**src/rtl/sar_pkg.sv**
```systemverilog
// Shared types and constants for the SPI ADC readout responder.
// No dependencies; imported by every module under rtl.
package sar_pkg;

    localparam int CHANNEL_COUNT = 8;
    localparam int CODE_BITS     = 12;
    localparam int CODE_AW       = (CHANNEL_COUNT > 1) ? $clog2(CHANNEL_COUNT) : 1;
    localparam int RAW_BITS      = 16;

    localparam logic [7:0] CMD_START = 8'h01;
    localparam logic [7:0] CMD_POLL  = 8'h02;

    typedef enum logic [1:0] {
        KIND_SPI  = 2'd0,
        KIND_CONV = 2'd1,
        KIND_ERR  = 2'd2
    } t_kind;

    typedef enum logic [1:0] {
        PH_IDLE  = 2'd0,
        PH_BUSY  = 2'd1,
        PH_READY = 2'd2
    } t_phase;

    typedef struct packed {
        logic [1:0]  kind;
        logic [7:0]  command_byte;
        logic [7:0]  channel_byte;
        logic [11:0] conversion_code;
    } t_in_item;

    typedef struct packed {
        logic [1:0] status_code;
        logic [3:0] data_high;
        logic [7:0] data_low;
        logic [2:0] channel_echo;
        logic       start_conversion;
    } t_out_item;

    typedef struct packed {
        logic                 en;
        logic [CODE_AW-1:0]   addr;
        logic [CODE_BITS-1:0] data;
    } t_code_wr;

endpackage

```
**src/rtl/sar_code_store.sv**
```systemverilog
// Per-channel store of the last raw conversion code.
// Depends on sar_pkg for depth, code width and the write struct.
module sar_code_store
    import sar_pkg::*;
(
    input  logic                 i_clk,
    input  t_code_wr             i_wr,
    input  logic [CODE_AW-1:0]   i_rd_addr,
    output logic [CODE_BITS-1:0] o_rd_data
);

    logic [CODE_BITS-1:0] r_codes [CHANNEL_COUNT];

    always_ff @(posedge i_clk) begin
        if (i_wr.en) begin
            r_codes[i_wr.addr] <= i_wr.data;
        end
    end

    assign o_rd_data = r_codes[i_rd_addr];

endmodule

```
**src/rtl/sar_responder.sv**
```systemverilog
// Command decode, conversion phase tracking and response frame preparation.
// Depends on sar_pkg; reads and writes the code store through the top level.
module sar_responder
    import sar_pkg::*;
(
    input  logic                 i_clk,
    input  logic                 i_rst_n,
    input  logic                 i_go,
    input  t_in_item             i_item,
    input  logic [CODE_BITS-1:0] i_code_rd,
    output logic [CODE_AW-1:0]   o_code_rd_addr,
    output t_code_wr             o_code_wr,
    output logic                 o_has_result,
    output t_out_item            o_result
);

    logic [2:0] r_tracked, n_tracked;
    t_phase     r_phase, n_phase;
    logic [1:0] r_status, n_status;
    logic [3:0] r_high, n_high;
    logic [7:0] r_low, n_low;
    logic [2:0] r_chan, n_chan;

    logic [2:0]          ch;
    logic                tracked_ok;
    logic [RAW_BITS-1:0] raw;
    logic                start;

    assign ch         = i_item.channel_byte[2:0];
    assign tracked_ok = 32'(r_tracked) < CHANNEL_COUNT;
    assign raw        = tracked_ok ? RAW_BITS'(i_code_rd) : '0;

    assign o_code_rd_addr = CODE_AW'(r_tracked);

    always_comb begin
        n_tracked    = r_tracked;
        n_phase      = r_phase;
        n_status     = r_status;
        n_high       = r_high;
        n_low        = r_low;
        n_chan       = r_chan;
        start        = 1'b0;
        o_has_result = 1'b0;
        o_code_wr.en   = 1'b0;
        o_code_wr.addr = CODE_AW'(r_tracked);
        o_code_wr.data = CODE_BITS'(RAW_BITS'(i_item.conversion_code));
        if (i_go) begin
            unique case (i_item.kind)
                KIND_CONV: begin
                    o_code_wr.en = tracked_ok;
                    n_phase      = PH_READY;
                end
                KIND_ERR: begin
                    n_phase = PH_IDLE;
                end
                KIND_SPI: begin
                    o_has_result = 1'b1;
                    priority if (i_item.command_byte == CMD_START) begin
                        n_tracked = ch;
                        n_phase   = PH_BUSY;
                        start     = 1'b1;
                        n_status  = PH_BUSY;
                        n_high    = '0;
                        n_low     = '0;
                        n_chan    = ch;
                    end else if (i_item.command_byte == CMD_POLL) begin
                        priority if (ch != r_tracked) begin
                            n_status = (r_phase == PH_READY) ? PH_READY : PH_BUSY;
                            n_chan   = r_tracked;
                        end else if (r_phase == PH_READY) begin
                            n_status = PH_READY;
                            n_high   = raw[11:8];
                            n_low    = raw[7:0];
                            n_chan   = r_tracked;
                        end else begin
                            n_status = (r_phase == PH_BUSY) ? PH_BUSY : PH_IDLE;
                            n_high   = '0;
                            n_low    = '0;
                            n_chan   = ch;
                        end
                    end else begin
                        n_status = PH_IDLE;
                        n_high   = '0;
                        n_low    = '0;
                        n_chan   = ch;
                    end
                end
                default: begin
                end
            endcase
        end
        o_result.status_code      = n_status;
        o_result.data_high        = n_high;
        o_result.data_low         = n_low;
        o_result.channel_echo     = n_chan;
        o_result.start_conversion = start;
    end

    always_ff @(posedge i_clk) begin
        if (!i_rst_n) begin
            r_tracked <= '0;
            r_phase   <= PH_IDLE;
            r_status  <= PH_IDLE;
            r_high    <= '0;
            r_low     <= '0;
            r_chan    <= '0;
        end else begin
            r_tracked <= n_tracked;
            r_phase   <= n_phase;
            r_status  <= n_status;
            r_high    <= n_high;
            r_low     <= n_low;
            r_chan    <= n_chan;
        end
    end

    assert property (@(posedge i_clk) disable iff (!i_rst_n)
        (i_go && i_item.kind == KIND_SPI && i_item.command_byte == CMD_START)
        |=> (r_phase == PH_BUSY && r_tracked == $past(ch)))
        else $error("start did not arm the conversion");

    assert property (@(posedge i_clk) disable iff (!i_rst_n)
        (i_go && i_item.kind == KIND_CONV) |=> (r_phase == PH_READY))
        else $error("conversion complete did not mark ready");

    assert property (@(posedge i_clk) disable iff (!i_rst_n)
        o_result.start_conversion |-> (o_has_result && o_result.status_code == PH_BUSY))
        else $error("start request without busy response");

    assert property (@(posedge i_clk) disable iff (!i_rst_n)
        (i_go && i_item.kind != KIND_SPI) |=> ($stable(r_status) && $stable(r_chan)))
        else $error("ADC event changed the response frame");

endmodule

```
**src/rtl/spi_adc_readout_responder.sv**
```systemverilog
// An input item is registered in the input stage, then its result is registered in the output stage.
// Throughput: one event per cycle; stall on the output holds both stages.
// ADC events (conversion complete, error) update state and give no result.
// Reset (i_rst_n low, synchronous) clears the channel, phase, response frame
// and both stage valid flags; stored channel codes are undefined until written.
// Depends on sar_pkg, sar_responder and sar_code_store.
module spi_adc_readout_responder
    import sar_pkg::*;
(
    input  logic      i_clk,
    input  logic      i_rst_n,
    input  logic      i_in_valid,
    output logic      o_in_stall,
    input  t_in_item  i_in_item,
    output logic      o_out_valid,
    input  logic      i_out_stall,
    output t_out_item o_out_item
);

    logic      r_in_valid;
    t_in_item  r_in;
    logic      r_out_valid;
    t_out_item r_out;

    logic                 out_free;
    logic                 go;
    logic                 has_result;
    t_out_item            result;
    t_code_wr             code_wr;
    logic [CODE_AW-1:0]   code_rd_addr;
    logic [CODE_BITS-1:0] code_rd;

    assign out_free   = !r_out_valid || !i_out_stall;
    assign go         = r_in_valid && out_free;
    assign o_in_stall = r_in_valid && !out_free;

    assign o_out_valid = r_out_valid;
    assign o_out_item  = r_out;

    sar_responder u_resp (
        .i_clk          (i_clk),
        .i_rst_n        (i_rst_n),
        .i_go           (go),
        .i_item         (r_in),
        .i_code_rd      (code_rd),
        .o_code_rd_addr (code_rd_addr),
        .o_code_wr      (code_wr),
        .o_has_result   (has_result),
        .o_result       (result)
    );

    sar_code_store u_store (
        .i_clk     (i_clk),
        .i_wr      (code_wr),
        .i_rd_addr (code_rd_addr),
        .o_rd_data (code_rd)
    );

    always_ff @(posedge i_clk) begin
        if (!i_rst_n) begin
            r_in_valid  <= 1'b0;
            r_out_valid <= 1'b0;
        end else begin
            if (i_in_valid && !o_in_stall) begin
                r_in_valid <= 1'b1;
            end else if (go) begin
                r_in_valid <= 1'b0;
            end
            if (go && has_result) begin
                r_out_valid <= 1'b1;
            end else if (!i_out_stall) begin
                r_out_valid <= 1'b0;
            end
        end
    end

    always_ff @(posedge i_clk) begin
        if (i_in_valid && !o_in_stall) begin
            r_in <= i_in_item;
        end
        if (go && has_result) begin
            r_out <= result;
        end
    end

    assert property (@(posedge i_clk) disable iff (!i_rst_n)
        o_in_stall |-> (r_in_valid && r_out_valid))
        else $error("input stalled with room downstream");

    assert property (@(posedge i_clk) disable iff (!i_rst_n)
        (r_out_valid && i_out_stall) |=> (r_out_valid && $stable(r_out)))
        else $error("held result lost or changed");

    assert property (@(posedge i_clk) disable iff (!i_rst_n)
        (go && has_result) |-> out_free)
        else $error("result overwrote a pending transfer");

endmodule
```
**config.mk**
```make
export PLATFORM = sky130hd
export DESIGN_NAME = spi_adc_readout_responder
export DESIGN_NICKNAME = d
export VERILOG_FILES = /design/src/rtl/sar_pkg.sv /design/src/rtl/sar_code_store.sv /design/src/rtl/sar_responder.sv /design/src/rtl/spi_adc_readout_responder.sv
export SDC_FILE = /design/constraint.sdc
export NUM_CORES = 1
export LEC_CHECK = 0
export BUFFER_PORTS_ARGS = -buffer_cell sky130_fd_sc_hd__buf_2
export CAP_MARGIN = 15
export CORE_ASPECT_RATIO = 1.5
export CORE_MARGIN = 8
export CORE_UTILIZATION = 34
export CTS_CLUSTER_DIAMETER = 40
export DETAILED_ROUTE_END_ITERATION = 7
export GPL_TIMING_DRIVEN = 0
export SLEW_MARGIN = 20
export SYNTH_ARGS = -nofsm -noshare
export SYNTH_HDL_FRONTEND = slang
export SYNTH_HIERARCHICAL = 1
export SYNTH_SLANG_ARGS = --single-unit
export TNS_END_PERCENT = 30
```
**constraint.sdc**
```tcl
create_clock -name i_clk -period 4 [get_ports i_clk]
set_input_delay 1.2 -clock i_clk [delete_from_list [all_inputs] [get_ports i_clk]]
set_output_delay 1.2 -clock i_clk [all_outputs]
set_load 0.05 [all_outputs]
```
# ---- Word level (Yosys, flattened, before mapping)
# Memory sizes are Yosys's and may differ from the RTL's. A register that Yosys moved wholly into a read port is not among the register bits.
# Index checks and enable logic that the tools add are counted.
dict set report word_totals {
  latchBits 0
  word_cells 83
  in_bits 34
  romBits 0
  regBits 67
  out_inout_bits 20
  mem_bits_rw 96
  mem_count 1
}
dict set report op_classes {
  reduce_logical 15
  n_shift 0
  mux 41
  bitwise 0
  div 0
  n_eq_ne 9
  order_cmp 0
  n_mul 0
  add_sub_neg 0
}
# name words width rd rd_clocked_by_memory_dff write_ports line
set memory_table {}
lappend memory_table {u_store.r_codes 8 12 1 1 1 sar_code_store.sv:12} ;# logic [CODE_BITS-1:0] r_codes [CHANNEL_COUNT];
# op count
set op_table {}
lappend op_table {{$mux W8} 6}
lappend op_table {{$mux W3} 8}
lappend op_table {{$mux W4} 6}
lappend op_table {{$mux W2} 8}
lappend op_table {{$mux W1} 12}
lappend op_table {{$eq A8 B1 Y1 const B} 1}
lappend op_table {{$eq A8 B2 Y1 const B} 1}
lappend op_table {{$pmux W2 S3} 1}
lappend op_table {{$reduce_and A3 Y1} 2}
lappend op_table {{$eq A2 B1 Y1 const B} 2}
lappend op_table {{$eq A2 B2 Y1 const B} 2}
lappend op_table {{$logic_and A1 B1 Y1} 4}
lappend op_table {{$logic_not A1 Y1} 4}
lappend op_table {{$ne A2 B1 Y1 const B} 2}
lappend op_table {{$ne A3 B3 Y1} 1}
lappend op_table {{$reduce_bool A3 Y1} 1}
lappend op_table {{$logic_not A2 Y1} 1}
lappend op_table {{$reduce_and A2 Y1} 1}
lappend op_table {{$reduce_bool A2 Y1} 1}
lappend op_table {{$logic_or A1 B1 Y1} 1}

# ---- Logic depth before layout (Yosys ltp)
dict set report logic_depth {
  ltp_word 8
  ltp_mapped 10
  mapped_depth_nobuf 9
}

# ---- Cells and area by module
# Netlist, hierarchy kept.
# mod area_each_um2 instances cells_per_inst seq_area_each_um2
set by_module_without_submodules {}
lappend by_module_without_submodules {sar_code_store 3747.3 1 152 2882.8}
lappend by_module_without_submodules {spi_adc_readout_responder 1532.7 1 58 1481.4}
lappend by_module_without_submodules {sar_responder 1177.4 1 124 440.4}

# ---- Worst setup path before layout
# No wires, ideal clock.
dict set report synth_path {
  path_type {input -> register}
  from {in i_out_stall}
  to {reg r_out, in the netlist o_out_item[0], enable pin}
  setup_slack_ns 0.589
  required_ns 3.601
  path_stages 8
  t_arrival_ns 3.012
  n_path_buf 1
  path_cell_list {nand2_1 > and2_1 > nor2b_1 > nand2b_1 > inv_1 > clkbuf_1 > nand2_1 > a21oi_1}
}
dict set report synth_via {
  elab_chain_len 5
}
# item line
set synth_rtl {}
lappend synth_rtl {{start, declared} spi_adc_readout_responder.sv:16} ;# input logic i_out_stall,
lappend synth_rtl {{$logic_not A1 Y1} --}
lappend synth_rtl {{$logic_or A1 B1 Y1} spi_adc_readout_responder.sv:33} ;# assign out_free = !r_out_valid || !i_out_stall;
lappend synth_rtl {{$logic_and A1 B1 Y1} spi_adc_readout_responder.sv:34} ;# assign go = r_in_valid && out_free;
lappend synth_rtl {{via go} spi_adc_readout_responder.sv:26} ;# logic go;
lappend synth_rtl {{$mux W1} sar_responder.sv:47} ;# if (i_go) begin
lappend synth_rtl {{via has_result} spi_adc_readout_responder.sv:27} ;# logic has_result;
lappend synth_rtl {{$logic_and A1 B1 Y1} spi_adc_readout_responder.sv:81} ;# if (go && has_result) begin
lappend synth_rtl {{end signal, assigned} spi_adc_readout_responder.sv:82} ;# r_out <= result;
lappend synth_rtl {{end, declared} spi_adc_readout_responder.sv:23} ;# t_out_item r_out;
# The timed path passes the listed nets, and every way through them passes these cells.
# A chain may end at the register's enable or synchronous reset.

# ---- Worst setup path in the final report
dict set report layout_path {
  from {in i_out_stall}
  to {reg r_out, in the netlist o_out_item[12], enable pin}
}
# Same word-level chain as after synthesis.

==> flow_summary.toml <==
[power_and_ir_drop]
p_clk_share_pct = 44.8
seqPwrFrac_pct = 52.6
p_int_w = 0.00289
p_leak_nw = 2.59
peakVddDrop_uv = 277
netSwitchingPower_w = 0.000693
p_total_w = 0.00359
power_density_nw_per_um2 = 475
p_sw_share_pct = 19.3
comb_power_share_pct = 2.6

[clock_network]
ctsHoldBuffers = 0
clock_sinks = 163
cts_tree = "yes"
clk_path_buf_depth = 2
clk_pin_slew_worst_paths_ps = 60
clkLatencyLatePin_ps = 420
htree_num_levels = 4
post_cts_resized = 0
cts_setup_buffers = 0
numCtsBuffers = 17
cts-root-buf = "clkbuf_16"

[global_routing]
busiest_layer = "met2"
first_global_vias = 3203
grt_usage_pct = 10.2
grt_util_met3_pct = 2.47
gr-usage-met2_pct = 18.4
grt_pass1_wl_mm = 17.7
antenna_found_initial = 0
grt_max_degree = 25
grt_overflow = 0
use_met1_pct = 10.3

[critical_path]
worstSetupEndpointType = "register"
arrival_ps = 3120
worst_setup_path_start_kind = "primary input"
cp_max_fo = 12
cp_data_required_time_ps = 4130
ff2ff_setup_slack_ps = 1370
crit_type = "primary input to register"

[die]
die_w_um = 127
die_h_um = 183
die_area_um2 = 23300
core_area_um2 = 18400
ioPinCount = 54
start_util_pct = 34.3
rows = 61

[routing]
drc = 0
routed_wl_mm = 11.0
antenna_left = 0
first_pass_iters = 4
first_iter_violations = 158
wire_per_inst_um = 16.6
via_count = 3039
viasPerCell = 4.57

[synthesis]
syn_nets = 363
syn_avg_cell_area_um2 = 19.2
netlist_area_um2 = 6310
yosys_warnings = 6
netlist_instances = 329

[sta]
drv_slew = 0
finalWorstSetupSlack_ps = 1000
fin_crit_sh_pct = 75.0
min_period_ps = 3000
tightest_slew_ps = 856
skew_ps = 8.01
grt_setup_unrepaired = "no"
setup_violations = 0
relSlewSlack_pct = 42.9
fmax_mhz = 333
hold_viol = 0

[layout]
layout_common_cells = "edfxtp_1, buf_2, dfxtp_1, a22o_1, mux4_1"
fill_cells = 1628
final_core_util_pct = 41.0
fin_cells = 665
final_common_cell = "edfxtp_1"
diodes = 0
drive_gt1_share_pct = 32.2
areaGrowthSynthToFinish_pct = 19.6
fin_nets = 435

[run_status]
status = "completed"

[job]
maxCapViolCount = 0

[placed_design]
hpwl_mm = 7.50
portBuffers = 48
place_worst_setup_slack_ps = 513
dp.cells = 634
place.gp.congestion = 0.706

[min_path]
worstHoldPathType = "register to register"
## final cells by class
cell class | count | area [µm²] | area share (%)
clock buffers | 18 | 429 | 5.69
plain buffers | 30 | 209 | 2.77
well taps | 252 | 315 | 4.18
flip-flops and latches | 163 | 4650 | 61.7
repair buffers | 53 | 298 | 3.95
clock inverters | 13 | 160 | 2.12
inverters | 3 | 11.3 | 0.149
multi-input cells | 133 | 1470 | 19.5
## through the flow
step | instance area, µm² | hold slack [ps] | TNS [ps]
2_1_floorplan | 6310 | 450 | 0
3_3_place_gp | 6860 | 461 | -8730
3_5_place_dp | 6960 | 471 | 0
4_1_cts | 7550 | 485 | 0
5_1_grt | 7550 | 502 | 0
6_report | 7550 | 482 | 0
## worst paths after layout
| check | from | endpoint | depth (start not counted) |
|---|---|---|---|
| max | i_out_stall | o_out_item[12] | 10 |
| max reg2reg | r_in[25] | o_out_item[5] | 6 |
| min | u_resp/r_high[1] | u_resp/r_high[1] | 1 |
| min reg2reg | u_resp/r_high[1] | u_resp/r_high[1] | 1 |
## metal layers
metal	share of wire (%)	vias to the layer above
met5	0	-
met1	38	1509
met4	2.6	0
li1	-	1456
met2	56	56
met3	3.9	18
## sequential cells by signal, summed over array words and instances (netlist names)
| signal | count |
|---|---|
| u_store/r_codes | 96 |
| r_in | 25 |
| o_out_item | 18 |
| u_resp/r_low | 8 |
| u_resp/r_high | 4 |
| u_resp/o_code_rd_addr | 3 |
| u_resp/r_chan | 3 |
| u_resp/r_phase | 2 |
| u_resp/r_status | 2 |
| o_out_valid | 1 |
| r_in_valid | 1 |
## power by group through the flow
stage / clock network (W) / registers (W) / logic (W)
final: 0.00161 / 0.00189 / 0.0000931
after global routing: 0.00171 / 0.00189 / 0.000105
after CTS: 0.00165 / 0.00189 / 0.0000959
after detailed placement: 0 / 0.00192 / 0.0000955
after global placement: 0 / 0.00192 / 0.0000862
after floorplan: 0 / 0.00193 / 0.0000505
## critical path: stages
cell,delay [ps]
buf_2,120
nand2_1,80
and2_1,190
nor2b_1,210
nand2b_1,130
inv_1,90
clkbuf_1,340
nand2_1,160
a21oi_2,390
buf_8,210
(Power assumes the default switching activity.)
